==> src/hdl/graph_bfs_dfs_traversal_unit_assert.svh <==
// Assertion macros used by the traversal sequencer (gbt_seq).
`ifndef GRAPH_BFS_DFS_TRAVERSAL_UNIT_ASSERT_SVH
`define GRAPH_BFS_DFS_TRAVERSAL_UNIT_ASSERT_SVH

// Implication checked every cycle outside reset.
`define GBT_ASSERT_IMP(label, clk, rst_n, ante, cons, msg) \
  label: assert property (@(posedge clk) disable iff (!rst_n) (ante) |-> (cons)) \
    else $error(msg);

// Next-cycle implication checked outside reset.
`define GBT_ASSERT_NXT(label, clk, rst_n, ante, cons, msg) \
  label: assert property (@(posedge clk) disable iff (!rst_n) (ante) |=> (cons)) \
    else $error(msg);

`endif

==> src/hdl/gbt_pkg.sv <==
package gbt_pkg;

  // Vertex ports are 5 bits wide, so the vertex count is fixed here.
  localparam int MAX_VERTICES = 32;

  localparam logic [1:0] REQ_EDGE = 2'd0;
  localparam logic [1:0] REQ_BFS  = 2'd1;
  localparam logic [1:0] REQ_DFS  = 2'd2;

  localparam logic [1:0] ST_VISIT  = 2'd0;
  localparam logic [1:0] ST_STORED = 2'd1;
  localparam logic [1:0] ST_REJECT = 2'd2;

  typedef enum logic [6:0] {
    S_IDLE  = 7'b0000001,
    S_EDGE  = 7'b0000010,
    S_POP   = 7'b0000100,
    S_FETCH = 7'b0001000,
    S_SCAN  = 7'b0010000,
    S_DONE  = 7'b0100000,
    S_CLEAR = 7'b1000000
  } state_t;

  // Result beat from the sequencer.
  typedef struct packed {
    logic       vld;
    logic [4:0] vtx;
    logic [1:0] status;
    logic       last;
  } beat_t;

endpackage

==> src/hdl/gbt_adj_mem.sv <==
module gbt_adj_mem import gbt_pkg::*; #(
  parameter int AW = 8,
  parameter int DW = 5
) (
  input  logic          clk,
  input  logic          we,
  input  logic [AW-1:0] waddr,
  input  logic [DW-1:0] wdata,
  input  logic [AW-1:0] raddr,
  output logic [DW-1:0] rdata
);

  logic [DW-1:0] mem [2**AW];

  always_ff @(posedge clk) begin
    if (we) begin
      mem[waddr] <= wdata;
    end
    rdata <= mem[raddr];
  end

endmodule

==> src/hdl/gbt_seq.sv <==
module gbt_seq import gbt_pkg::*; #(
  parameter int MAX_DEGREE   = 8
) (
  input  logic       clk,
  input  logic       rst_n,
  input  logic       start,
  input  logic [1:0] req_type,
  input  logic [4:0] vertex_a,
  input  logic [4:0] vertex_b,
  input  logic [5:0] num_vertices,
  output logic       busy,
  output beat_t      beat
);

  `include "graph_bfs_dfs_traversal_unit_assert.svh"

  localparam int VW = (MAX_VERTICES > 1) ? $clog2(MAX_VERTICES) : 1;
  localparam int DW = $clog2(MAX_DEGREE + 1);
  localparam int IW = (MAX_DEGREE > 1) ? $clog2(MAX_DEGREE) : 1;
  localparam int AW = VW + IW;
  localparam int PW = $clog2(MAX_VERTICES + 1);

  state_t state_r, state_nxt;

  logic [DW-1:0] cnt_r [MAX_VERTICES];
  logic [MAX_VERTICES-1:0] vis_r;
  logic [VW-1:0] q_r [MAX_VERTICES];
  logic [VW-1:0] sv_r [MAX_VERTICES];
  logic [DW-1:0] si_r [MAX_VERTICES];

  logic [1:0] req_r;
  logic [VW-1:0] a_r, b_r, top_r;
  logic [PW-1:0] head_r, tail_r, sp_r;
  logic [DW-1:0] idx_r, tcnt_r;
  logic [6:0] nlim_r;
  logic       edge_phase_r;
  logic       pend_r;
  logic [VW-1:0] pend_v_r;
  beat_t beat_r;

  logic          we;
  logic [AW-1:0] waddr, raddr;
  logic [VW-1:0] wdata, rdata;

  gbt_adj_mem #(.AW(AW), .DW(VW)) u_mem (
    .clk(clk), .we(we), .waddr(waddr), .wdata(wdata), .raddr(raddr), .rdata(rdata)
  );

  // 7-bit sign-free compare against the active count.
  function automatic logic in_rng(input logic [6:0] v, input logic [6:0] n);
    in_rng = v < n;
  endfunction

  logic [6:0] nact;
  logic [6:0] a_ext, b_ext, nb_ext;
  logic       a_ok, b_ok, nb_ok;

  always_comb begin
    nact = (7'(num_vertices) > 7'(MAX_VERTICES)) ? 7'(MAX_VERTICES) : 7'(num_vertices);
    a_ext = 7'(vertex_a);
    b_ext = 7'(vertex_b);
    a_ok = in_rng(a_ext, nact) && (a_ext < 7'(MAX_VERTICES));
    b_ok = in_rng(b_ext, nact) && (b_ext < 7'(MAX_VERTICES));
    nb_ext = 7'(rdata);
    nb_ok = in_rng(nb_ext, nlim_r);
  end

  assign busy = (state_r != S_IDLE);
  assign beat = beat_r;

  // Memory port: write for edges, read for scans.
  always_comb begin
    we = 1'b0;
    waddr = '0;
    wdata = '0;
    if (state_r == S_EDGE) begin
      we = 1'b1;
      if (!edge_phase_r) begin
        waddr = {a_r, cnt_r[a_r][IW-1:0]};
        wdata = b_r;
      end else begin
        waddr = {b_r, cnt_r[b_r][IW-1:0]};
        wdata = a_r;
      end
    end
    raddr = {top_r, idx_r[IW-1:0]};
  end

  logic emit_nb;
  assign emit_nb = (state_r == S_SCAN) && nb_ok && !vis_r[rdata] &&
                   (req_r == REQ_BFS ? (tail_r < PW'(MAX_VERTICES)) :
                                       (sp_r < PW'(MAX_VERTICES)));

  always_comb begin
    state_nxt = state_r;
    case (state_r)
      S_IDLE:  if (start) begin
        if (req_type == REQ_EDGE) state_nxt = (a_ok && b_ok) ? S_EDGE : S_IDLE;
        else if ((req_type == REQ_BFS || req_type == REQ_DFS) && a_ok) state_nxt = S_POP;
      end
      S_EDGE:  if (edge_phase_r) state_nxt = S_IDLE;
      S_POP:   state_nxt = S_FETCH;
      S_FETCH: state_nxt = (idx_r < tcnt_r) ? S_SCAN : S_POP;
      S_SCAN:  state_nxt = S_FETCH;
      S_DONE:  state_nxt = S_IDLE;
      S_CLEAR: state_nxt = S_IDLE;
      default: state_nxt = S_IDLE;
    endcase
  end

  always_ff @(posedge clk) begin
    beat_r.vld <= 1'b0;
    if (!rst_n) begin
      state_r <= S_IDLE;
      vis_r <= '0;
      pend_r <= 1'b0;
      sp_r <= '0;
      beat_r <= '0;
      for (int i = 0; i < MAX_VERTICES; i++) cnt_r[i] <= '0;
    end else begin
      state_r <= state_nxt;
      case (state_r)
        S_IDLE: if (start) begin
          req_r <= req_type;
          a_r <= vertex_a[VW-1:0];
          b_r <= vertex_b[VW-1:0];
          nlim_r <= nact;
          edge_phase_r <= 1'b0;
          pend_r <= 1'b0;
          if (req_type == REQ_EDGE) begin
            if (!(a_ok && b_ok) ||
                ({1'b0, cnt_r[vertex_a[VW-1:0]]} +
                 ((vertex_a == vertex_b) ? (DW+1)'(2) : (DW+1)'(1)) > (DW+1)'(MAX_DEGREE)) ||
                ({1'b0, cnt_r[vertex_b[VW-1:0]]} + (DW+1)'(1) > (DW+1)'(MAX_DEGREE))) begin
              beat_r <= '{1'b1, 5'd0, ST_REJECT, 1'b1};
              state_r <= S_IDLE;
            end
          end else if ((req_type == REQ_BFS || req_type == REQ_DFS) && a_ok) begin
            vis_r <= '0;
            vis_r[vertex_a[VW-1:0]] <= 1'b1;
            head_r <= '0;
            tail_r <= PW'(1);
            q_r[0] <= vertex_a[VW-1:0];
            sv_r[0] <= vertex_a[VW-1:0];
            si_r[0] <= '0;
            sp_r <= PW'(1);
            if (req_type == REQ_DFS) begin
              pend_r <= 1'b1;
              pend_v_r <= vertex_a[VW-1:0];
            end
          end else begin
            beat_r <= '{1'b1, 5'd0, ST_REJECT, 1'b1};
          end
        end
        S_EDGE: begin
          if (!edge_phase_r) cnt_r[a_r] <= cnt_r[a_r] + DW'(1);
          else begin
            cnt_r[b_r] <= cnt_r[b_r] + DW'(1);
            beat_r <= '{1'b1, 5'd0, ST_STORED, 1'b1};
          end
          edge_phase_r <= 1'b1;
        end
        S_POP: begin
          // Pick the next vertex to scan; a held visit beat goes out when the
          // next is known, so the final one can carry last.
          if (req_r == REQ_BFS) begin
            if (head_r < tail_r) begin
              if (pend_r) beat_r <= '{1'b1, 5'(pend_v_r), ST_VISIT, 1'b0};
              pend_r <= 1'b1;
              pend_v_r <= q_r[head_r[VW-1:0]];
              top_r <= q_r[head_r[VW-1:0]];
              tcnt_r <= cnt_r[q_r[head_r[VW-1:0]]];
              idx_r <= '0;
              head_r <= head_r + PW'(1);
            end else begin
              beat_r <= '{1'b1, 5'(pend_v_r), ST_VISIT, 1'b1};
              pend_r <= 1'b0;
              state_r <= S_IDLE;
            end
          end else begin
            if (sp_r != '0) begin
              top_r <= sv_r[sp_r[VW-1:0] - VW'(1)];
              idx_r <= si_r[sp_r[VW-1:0] - VW'(1)];
              tcnt_r <= cnt_r[sv_r[sp_r[VW-1:0] - VW'(1)]];
            end else begin
              beat_r <= '{1'b1, 5'(pend_v_r), ST_VISIT, 1'b1};
              pend_r <= 1'b0;
              state_r <= S_IDLE;
            end
          end
        end
        S_FETCH: begin
          // Memory read of entry idx is in flight; DFS pops when exhausted.
          if (!(idx_r < tcnt_r) && req_r == REQ_DFS) sp_r <= sp_r - PW'(1);
        end
        S_SCAN: begin
          idx_r <= idx_r + DW'(1);
          if (req_r == REQ_DFS) begin
            si_r[sp_r[VW-1:0] - VW'(1)] <= idx_r + DW'(1);
            if (emit_nb) begin
              if (pend_r) beat_r <= '{1'b1, 5'(pend_v_r), ST_VISIT, 1'b0};
              pend_r <= 1'b1;
              pend_v_r <= rdata;
              vis_r[rdata] <= 1'b1;
              sv_r[sp_r[VW-1:0]] <= rdata;
              si_r[sp_r[VW-1:0]] <= '0;
              sp_r <= sp_r + PW'(1);
              state_r <= S_POP;
            end
          end else if (emit_nb) begin
            vis_r[rdata] <= 1'b1;
            q_r[tail_r[VW-1:0]] <= rdata;
            tail_r <= tail_r + PW'(1);
          end
        end
        default: ;
      endcase
    end
  end

  `GBT_ASSERT_IMP(a_beat_idle, clk, rst_n, beat_r.vld && beat_r.status != ST_VISIT, beat_r.last, "non-visit beat without last")
  `GBT_ASSERT_NXT(a_start_busy, clk, rst_n, start && !busy && req_type == REQ_BFS && a_ok, busy, "walk not started")
  `GBT_ASSERT_IMP(a_sp_rng, clk, rst_n, busy, sp_r <= PW'(MAX_VERTICES), "stack overflow")

endmodule

==> src/hdl/graph_bfs_dfs_traversal_unit.sv <==
// Add-edge: the strobe is registered at the accepting edge when rejected, and after both S_EDGE writes when stored.
// Walk: each neighbour entry scanned passes S_FETCH then S_SCAN and each vertex S_POP, all through the one
// memory read port (depth-first reloads the parent in S_POP after each child); busy stays high until the last beat.
// One item at a time; the receiver cannot stall, each result lasts one cycle.
// Synchronous active-low reset clears counts, visited map and num_vertices to 32.
module graph_bfs_dfs_traversal_unit import gbt_pkg::*; #(
  parameter int MAX_DEGREE   = 8
) (
  input  logic       clk,
  input  logic       rst_n,
  input  logic       start,
  output logic       busy,
  input  logic [1:0] in_req_type,
  input  logic [4:0] in_vertex_a,
  input  logic [4:0] in_vertex_b,
  input  logic       cfg_we,
  input  logic [5:0] cfg_wdata,
  output logic       out_valid,
  output logic [4:0] out_visited_vertex,
  output logic [1:0] out_status,
  output logic       out_last_of_run
);

  logic [5:0] nv_r;
  beat_t beat;

  always_ff @(posedge clk) begin
    if (!rst_n) nv_r <= 6'd32;
    else if (cfg_we) nv_r <= cfg_wdata;
  end

  gbt_seq #(.MAX_DEGREE(MAX_DEGREE)) u_seq (
    .clk(clk), .rst_n(rst_n), .start(start), .req_type(in_req_type),
    .vertex_a(in_vertex_a), .vertex_b(in_vertex_b), .num_vertices(nv_r),
    .busy(busy), .beat(beat)
  );

  assign out_valid = beat.vld;
  assign out_visited_vertex = beat.vtx;
  assign out_status = beat.status;
  assign out_last_of_run = beat.last;

endmodule

==> config.mk <==
export PLATFORM = sky130hd
export DESIGN_NAME = graph_bfs_dfs_traversal_unit
export DESIGN_NICKNAME = d
export VERILOG_FILES = /design/src/hdl/gbt_pkg.sv /design/src/hdl/gbt_adj_mem.sv /design/src/hdl/gbt_seq.sv /design/src/hdl/graph_bfs_dfs_traversal_unit.sv
export VERILOG_INCLUDE_DIRS = /design/src /design/src/hdl
export SDC_FILE = /design/constraint.sdc
export NUM_CORES = 2
export LEC_CHECK = 0
export ABC_AREA = 1
export BUFFER_PORTS_ARGS = -buffer_cell sky130_fd_sc_hd__buf_4
export CAP_MARGIN = 20
export CORE_MARGIN = 4
export CORE_UTILIZATION = 45
export CTS_CLUSTER_SIZE = 28
export DETAILED_ROUTE_END_ITERATION = 8
export PLACE_DENSITY_LB_ADDON = 0.3
export SYNTH_ARGS = -nofsm -noshare
export SYNTH_HDL_FRONTEND = slang
export SYNTH_HIERARCHICAL = 1
export SYNTH_SLANG_ARGS = --single-unit
==> constraint.sdc <==
create_clock -name clk -period 17.5 [get_ports clk]
set_clock_uncertainty 0.15 [all_clocks]
set_input_delay 3.5 -clock clk [delete_from_list [all_inputs] [get_ports clk]]
set_output_delay 3.5 -clock clk [all_outputs]
set_load 0.02 [all_outputs]
Word level (Yosys, flattened, before mapping)
Memory sizes are Yosys's and may differ from the RTL's. A register that Yosys moved wholly into a read port is not among the register bits.
Cells that the tools add are included.
{"block": "classes", "addsub": 10, "n_lt_le_gt_ge": 14, "eq_ne": 28, "muxes": 141, "n_bitwise": 1, "n_reduce_logical": 41}
{"cell": "two-way mux 32 bit", "n": 4}
{"cell": "two-way mux 5 bit", "n": 23}
{"cell": "two-way mux 9 bit", "n": 11}
{"cell": "two-way mux 6 bit", "n": 14}
{"cell": "two-way mux 7 bit", "n": 12}
{"cell": "one-hot mux 32 bit (2 select lines)", "n": 1}
{"cell": "two-way mux 1 bit", "n": 50}
{"cell": "two-way mux 4 bit", "n": 9}
{"cell": "one-hot mux 9 bit (4 select lines)", "n": 1}
{"cell": "bitwise OR 32 bit", "n": 1}
{"cell": "one-hot mux 7 bit (4 select lines)", "n": 1}
{"cell": "one-hot mux 6 bit (2 select lines)", "n": 2}
{"cell": "< comparator 5 x 7 -> 1 bit", "n": 3}
{"cell": "one-hot mux 7 bit (3 select lines)", "n": 1}
{"cell": "AND reduction 7 bit", "n": 3}
{"cell": "adder 6 x 1 -> 6 bit (second input constant)", "n": 3}
{"cell": "one-hot mux 6 bit (3 select lines)", "n": 1}
{"cell": "two-way mux 8 bit", "n": 2}
{"cell": "one-hot mux 5 bit (3 select lines)", "n": 1}
{"cell": "!= test 2 x 1 -> 1 bit (second input constant)", "n": 7}
{"cell": "adder 4 x 1 -> 4 bit (second input constant)", "n": 3}
{"cell": "< comparator 5 x 6 -> 1 bit (second input constant)", "n": 2}
{"cell": "< comparator 6 bit (second input constant)", "n": 2}
{"cell": "OR reduction 4 bit", "n": 3}
{"cell": "43 further kinds", "n": 75}
{"block": "totals", "ff_bits": 111, "ramBits": 1856, "out_inout_bits": 10, "memories": 5}
{"memory": "u_seq.u_mem.mem", "depth": 256, "word_bits": 5, "read_ports": 1, "rd_ports_with_merged_regs": 1, "write_ports": 1, "line": "gbt_adj_mem.sv:13", "rtl": "logic [DW-1:0] mem [2**AW];"}
{"memory": "u_seq.q_r", "depth": 32, "word_bits": 5, "read_ports": 1, "rd_ports_with_merged_regs": 1, "write_ports": 1, "line": "gbt_seq.sv:27", "rtl": "logic [VW-1:0] q_r [MAX_VERTICES];"}
{"memory": "u_seq.sv_r", "depth": 32, "word_bits": 5, "read_ports": 1, "rd_ports_with_merged_regs": 0, "write_ports": 1, "line": "gbt_seq.sv:28", "rtl": "logic [VW-1:0] sv_r [MAX_VERTICES];"}
{"memory": "u_seq.cnt_r", "depth": 32, "word_bits": 4, "read_ports": 6, "rd_ports_with_merged_regs": 2, "write_ports": 32, "line": "gbt_seq.sv:25", "rtl": "logic [DW-1:0] cnt_r [MAX_VERTICES];"}
{"memory": "u_seq.si_r", "depth": 32, "word_bits": 4, "read_ports": 1, "rd_ports_with_merged_regs": 0, "write_ports": 2, "line": "gbt_seq.sv:29", "rtl": "logic [DW-1:0] si_r [MAX_VERTICES];"}

Logic depth before layout (Yosys ltp)
{"block": "depth", "depth_word": 12, "ltp_mapped": 28, "ltp_nobuf": 20}

Hierarchy
Netlist, hierarchy kept.
{"mod": "gbt_adj_mem", "n_inst": 1, "cells_per_inst": 4552, "area_each_um2": 52718.1, "seq_area_each_um2": 38537.0}
{"mod": "gbt_seq", "n_inst": 1, "cells_per_inst": 4833, "area_each_um2": 38262.9, "seq_area_each_um2": 18888.1}
{"mod": "graph_bfs_dfs_traversal_unit", "n_inst": 1, "cells_per_inst": 36, "area_each_um2": 241.5, "seq_area_each_um2": 120.1}

Worst setup path before layout
Ideal clock, no wire load.
{"block": "synth_path", "kind": "register to register", "startpoint": "register u_seq.state_r[6]", "endpoint": "memory u_seq.u_mem.mem[0][0], data pin", "setup_time_ns": 1.585, "t_arrival_ns": 8.168, "setup_slack_ns": 7.597, "path_stages_with_launch": 9, "n_path_buf": 1, "path_cell_list": "dfxtp_1 -> inv_1 -> nand3_1 -> inv_2 -> nand4_2 -> nor2_1 -> inv_1 -> clkbuf_1 -> o22ai_1"}
{"block": "synth_via", "elab_chain_cells": 2}
{"item": "start, declared", "line": "gbt_seq.sv:23", "rtl": "state_t state_r, state_nxt;"}
{"item": "start signal, assigned", "line": "gbt_seq.sv:121", "rtl": "state_r <= state_nxt;"}
{"item": "== test 7 x 2 -> 1 bit", "line": "gbt_seq.sv:76", "rtl": "if (state_r == S_EDGE) begin"}
{"item": "two-way mux 5 bit", "line": "gbt_seq.sv:76"}
{"item": "net u_seq.wdata[0]", "line": "gbt_seq.sv:43", "rtl": "logic [VW-1:0] wdata, rdata;"}
{"item": "end, declared", "line": "gbt_adj_mem.sv:13"}
The timed path passes the listed nets, and every way through them passes these cells.

Worst setup path in the final report
{"block": "layout_path", "startpoint": "input in_vertex_a[0]", "endpoint": "register u_seq.beat_r, in the netlist u_seq/beat[4]"}
{"block": "layout_via", "elab_chain_cells": 8}
{"item": "start, declared", "line": "graph_bfs_dfs_traversal_unit.sv:14", "rtl": "input logic [4:0] in_vertex_a,"}
{"item": "branches (longest 7 deep; another with adder 4 x 5 -> 5 bit)"}
{"item": "AND reduction 8 bit (no line) *"}
{"item": "end signal, assigned", "line": "gbt_seq.sv:135", "rtl": "beat_r <= '{1'b1, 5'd0, ST_REJECT, 1'b1};"}
{"item": "end signal, assigned", "line": "gbt_seq.sv:152", "rtl": "beat_r <= '{1'b1, 5'd0, ST_REJECT, 1'b1};"}
{"item": "end signal, assigned", "line": "gbt_seq.sv:159", "rtl": "beat_r <= '{1'b1, 5'd0, ST_STORED, 1'b1};"}
{"item": "end, declared", "line": "gbt_seq.sv:39", "rtl": "beat_t beat_r;"}
Mark *: on every way between the ends.
A chain may end at the register's enable or synchronous reset.

==> results.md <==
- The largest single stage delay on the critical path is 0.64 ns.
- Adding up every negative setup slack in the final design gives 0 ns.
- After clock tree synthesis, the clock-pin slew on the worst setup and hold paths is about 0.06 ns.
- The height of the die is 458.2 um.
- The max capacitance violation total is 0.
- Counting every instance in the synthesized netlist gives about 9.4k.
- The post-cts sizing count is 0.
- The share of total power in sequential cells is 0.515.
- The aggregate global-route resource usage is 0.2533.
- Cell internal power was estimated by the tool at between 0.007 and 0.008 W.
- The end of the worst register-to-register path is u_seq/u_mem/rdata[4]$_DFF_P_.
- In the final routed layout, each cell accounts on average for between 20 and 25 um.
- The vias after detailed routing is about 70k.
- Setup repair after global routing left no endpoint under its margin.
- The last weighted congestion value of the routability-driven placer is between 0.9 and 1.
- The share of flip-flops with an asynchronous set or reset after synthesis is 0.
- The tightest hold path in the finished design has a slack of between 0.3 and 0.4 ns.
- The type of the setup path with the least slack is input pin to flip-flop.
- The startpoint of the lowest-slack register-to-register path is u_seq/idx_r[0]$_DFFE_PP_.
- The critical path goes through buf_4, inv_2, nand2_1, o22ai_1, o21ai_0, nand4_1, or2_2, ha_1, fa_1, nand3_1, o21ai_0, nor2_1, nand2_1, nand2_1, nand3_1, nand2_2, nand2_1, a21oi_1.
- Once detail routing completed, the nets flagged for antenna violations numbered 0.
- The initial antenna violation count came to 5.
- After detailed routing, the wire length on met1 is between 100 and 150 mm.
- The iteration count of the initial detailed-routing pass is 7.
- The worst register-to-register path has a depth of 15.
- The first-pass GRT wire length is between 400 and 500 mm.
- The number of hold-repair buffers added at the cts stage is 0.
- Data on the critical path is required at its endpoint by 18.12 ns.
- Of the available clock period, the critical path in the final layout requires 0.4181.
- The number of I/O port buffers is 31.
- Along the worst path, the maximum fanout reaches just over 60.
- The detailed router finished its first iteration with 8906 violations.
- The worst min-delay path endpoint is u_seq/si_r[0][2]$_SDFFE_PP0P_.
- The fraction of layout instances using a drive strength above 1 is 0.05788.
- Of the total power, combinational logic draws 0.065.
- The run finished with clean final reports.
- STA classifies the critical path endpoint as a flip-flop.
- Of the total power, the clock network draws 0.420.
- The tree built by TritonCTS fans out to approximately 2.0k sinks.
- The net switching component of the power is approximately 0.0024 W.
- The via count of the first global-routing pass is approximately 66k.
- The sum of buffers and inverters on the critical path is 2.
- After synthesis, the netlist uses 59 different library cells.
- The top flip-flop cell by instance count after synthesis is edfxtp_1.
- A synthesized cell averages 9.683 um^2.
- For the pin with the worst max-slew slack, the measured transition is 1.159 ns.
- Summed over all nets, the half-perimeter wirelength after detailed placement is about 170 mm.
- The highest ir drop seen on vdd is between 0.09 and 0.1 mV.
- The total number of placement rows is roughly 170.
- The clock passes through at most 3 buffers.
- Of the synthesized area, sequential elements account for 0.6308.
- Pin placement for this block handled 32 I/O pins.
- The cell with the largest stage delay on the worst path is nand2_1.
- The placeable core region is 201900 um^2.
- The floorplan step defined a die boundary enclosing about 210000 um^2.
- The worst hold path depth is 2.
- The worst slew margin relative to its limit is 0.2273.
- The later pin in the worst-skew pair is clocked with a latency of 0.86 ns.
- The maximum number of pins on one net before global-route repair is ~210.
- The max-slew violation count is 0.
- The nature of the critical path startpoint is an input pin.
- The number of warning messages in the yosys log is 6.
- Across all register-to-register paths, the minimum setup slack is about 11 ns.
- The synthesized design contains approximately 2.0k register bits.
- Of the total power, the share spent switching nets is 0.2367.
- The family with the most delay on the worst path is simple AND/OR/NAND/NOR gates.
- The initial core utilization is 0.4518.
- Derived from the worst setup path, the maximum achievable clock frequency is roughly 140 MHz.
- The number of levels in the clock H-tree is 4.
- For this run the aggregate overflow at the end of global routing stands at 0.
- After detailed routing, the met2 layer carries 124.8 mm of wire.
- The die width is about 460 um.
- Setup violations remaining at the end of the flow were counted as 0.
- The number of remaining DRC errors is 0.
- The most used cell along the critical path is nand2_1.
- The number of hold-slack violations in the final timing report is 0.
- The leakage power total is 37.61 nW.
- The TritonCTS clock tree is done.
- The number of nets in the final layout is slightly above 9k.
- The type of the worst min-delay path is flip-flop to flip-flop.
- The number of enable flip-flop cells after synthesis is roughly 1.8k.
- Detailed routing placed a total of 25.31 mm of wire on met3.
- The startpoint of the worst hold path is u_seq/si_r[0][2]$_SDFFE_PP0P_.
- The number of setup buffers added after CTS is 0.
- At the worst endpoint, the arrival time is around 7.9 ns.
- The final layout contains routed wiring with a total length of ~270 mm.
- The cell area that synthesis handed to floorplanning was 91220 um^2.
- The power per unit of standard cell area is around 100 nW/um^2.
- The highest metal layer with signal wires is met5.
- The layout overhead on the synthesized area is 9.262%.
- The detailed-route vias per instance is 5.855.
- The overall power after layout is around 0.01 W.
- The final critical delay including setup and external delays is 7.317 ns.
- The master cell of the clock root buffer is clkbuf_16.
- The number of buffers created by CTS is 200.
through the flow:
step	setup slack, ns	instances	area [um^2]	util
final	10.18	12003	99670	0.4937
after floorplan	7.597	9422	91230	-
after detailed placement	9.438	11631	93170	0.4615
after global routing	9.950	12002	99670	0.4936
after CTS	10.34	11999	99640	0.4935
after global placement	9.423	11630	93140	0.4613
final cells by class:
type                            count  area, um^2
Antenna cell                        2       5.005
Multi-Input combinational cell   6327       29190
Sequential cell                  1986       57550
Timing Repair Buffer              138        1179
Clock buffer                      238        5167
Clock inverter                    130        1303
Inverter                          510        1934
Fill cell                       18392      102200
Tap cell                         2672        3343
per-layer routing:
metal  vias to the layer above  GRT usage
met1                     33863     0.3530
met2                      3569     0.3961
li1                      32206          -
met3                       630    0.04649
met5                         -          0
met4                         4    0.09683
layout by cell type (no fill, tap or decap), types with 16 or more instances in the layout:
cell and instances:
nor3_1 53, inv_1 472, nand2_1 2308, nand3_1 1819
nor2_1 912, a21oi_1 308, o21ai_0 454, clkinv_2 38
clkinv_1 54, edfxtp_1 1777, a211oi_1 54, ha_1 35
inv_2 29, nand4_1 26, dfxtp_1 206, o221ai_1 31
a31oi_1 23, buf_4 126, clkbuf_16 200, o211ai_1 68
o21ai_1 21, clkbuf_1 36, o22ai_1 68, nor2_2 16
worst min-delay path, delay by kind of cell, from the launching register on:
| kind | cells | cell delay (ns) |
|---|---|---|
| AOI/OAI and AO/OA | 1 | 0.05 |
| DFF | 1 | 0.31 |
| buffers and inverters | 1 | 0.05 |
synthesized netlist by cell type, types with 4 or more instances:
library cell | instances | share of area
mux2i_1 | 4 | 0.00044
nand2_2 | 4 | 0.00027
clkbuf_1 | 210 | 0.0086
inv_1 | 474 | 0.020
nor3_1 | 54 | 0.0030
dfxtp_1 | 209 | 0.046
a211oi_1 | 54 | 0.0044
buf_1 | 52 | 0.0021
o221ai_1 | 31 | 0.0030
o22ai_1 | 73 | 0.0050
nand3_1 | 1819 | 0.10
nor2_2 | 17 | 0.0012
nor2_1 | 912 | 0.038
xor2_1 | 8 | 0.00077
buf_4 | 53 | 0.0044
inv_2 | 29 | 0.0012
o21ai_0 | 464 | 0.025
o31ai_1 | 4 | 0.00033
nand4_1 | 26 | 0.0018
a31oi_1 | 23 | 0.0016
o311ai_0 | 15 | 0.0014
a22oi_1 | 4 | 0.00033
xnor2_1 | 6 | 0.00058
ha_1 | 36 | 0.0049
nand2_1 | 2319 | 0.095
o211ai_1 | 68 | 0.0056
o21ai_1 | 21 | 0.0012
a21o_1 | 4 | 0.00033
nand3_2 | 5 | 0.00055
or2_2 | 6 | 0.00041
nor4_4 | 5 | 0.0012
nor3b_1 | 4 | 0.00033
nor3_2 | 4 | 0.00044
a21oi_1 | 308 | 0.017
clkinv_1 | 7 | 0.00029
edfxtp_1 | 1777 | 0.58
buf_2 | 282 | 0.015
how the worst max path moves through the flow:
stage	startpoint	end	slack [ns]	cells after the start
final	in_vertex_a[0]	u_seq/beat[4]$_SDFFE_PN0P_	10.18	18
after CTS	in_vertex_a[0]	u_seq/beat[7]$_SDFFE_PN0P_	10.34	19
after global placement	in_vertex_a[0]	u_seq/beat[0]$_SDFFE_PN0P_	9.42	19
after detailed placement	in_vertex_a[0]	u_seq/beat[7]$_SDFFE_PN0P_	9.44	19
after floorplan	u_seq/state_r[6]$_SDFF_PN0_	u_seq/u_mem/mem[0][0]$_DFFE_PP_	7.60	8
after global routing	in_vertex_a[0]	u_seq/beat[2]$_SDFFE_PN0P_	9.95	18
registers in the layout (all words and copies together), names as in the netlist, 7 cells and up, named ones only:
register / flops
u_seq/u_mem/mem: 1280
u_seq/q_r: 160
u_seq/sv_r: 160
u_seq/cnt_r: 128
u_seq/si_r: 128
u_seq/vis_r: 32
u_seq/beat: 9
u_seq/state_r: 7
power groups by stage:
stage                     combinational [W]  sequential [W]  clock [W]
after floorplan                    0.000428         0.00524          0
after global placement             0.000622         0.00526          0
after detailed placement           0.000629         0.00526          0
after CTS                          0.000632         0.00516    0.00428
after global routing               0.000700         0.00516    0.00449
final                              0.000652         0.00516    0.00421
logic make-up after synthesis:
group / synth area share
and+or+nand+nor: 0.2433
DFF: 0.6308
adders and majority gates: 0.005377
muxes: 0.0004389
xor gates and xnor gates: 0.001344
buffers and inverters: 0.05185
AOI/OAI and AO/OA: 0.06680
other: 0.00004111
Power figures use the tool's default switching activity.
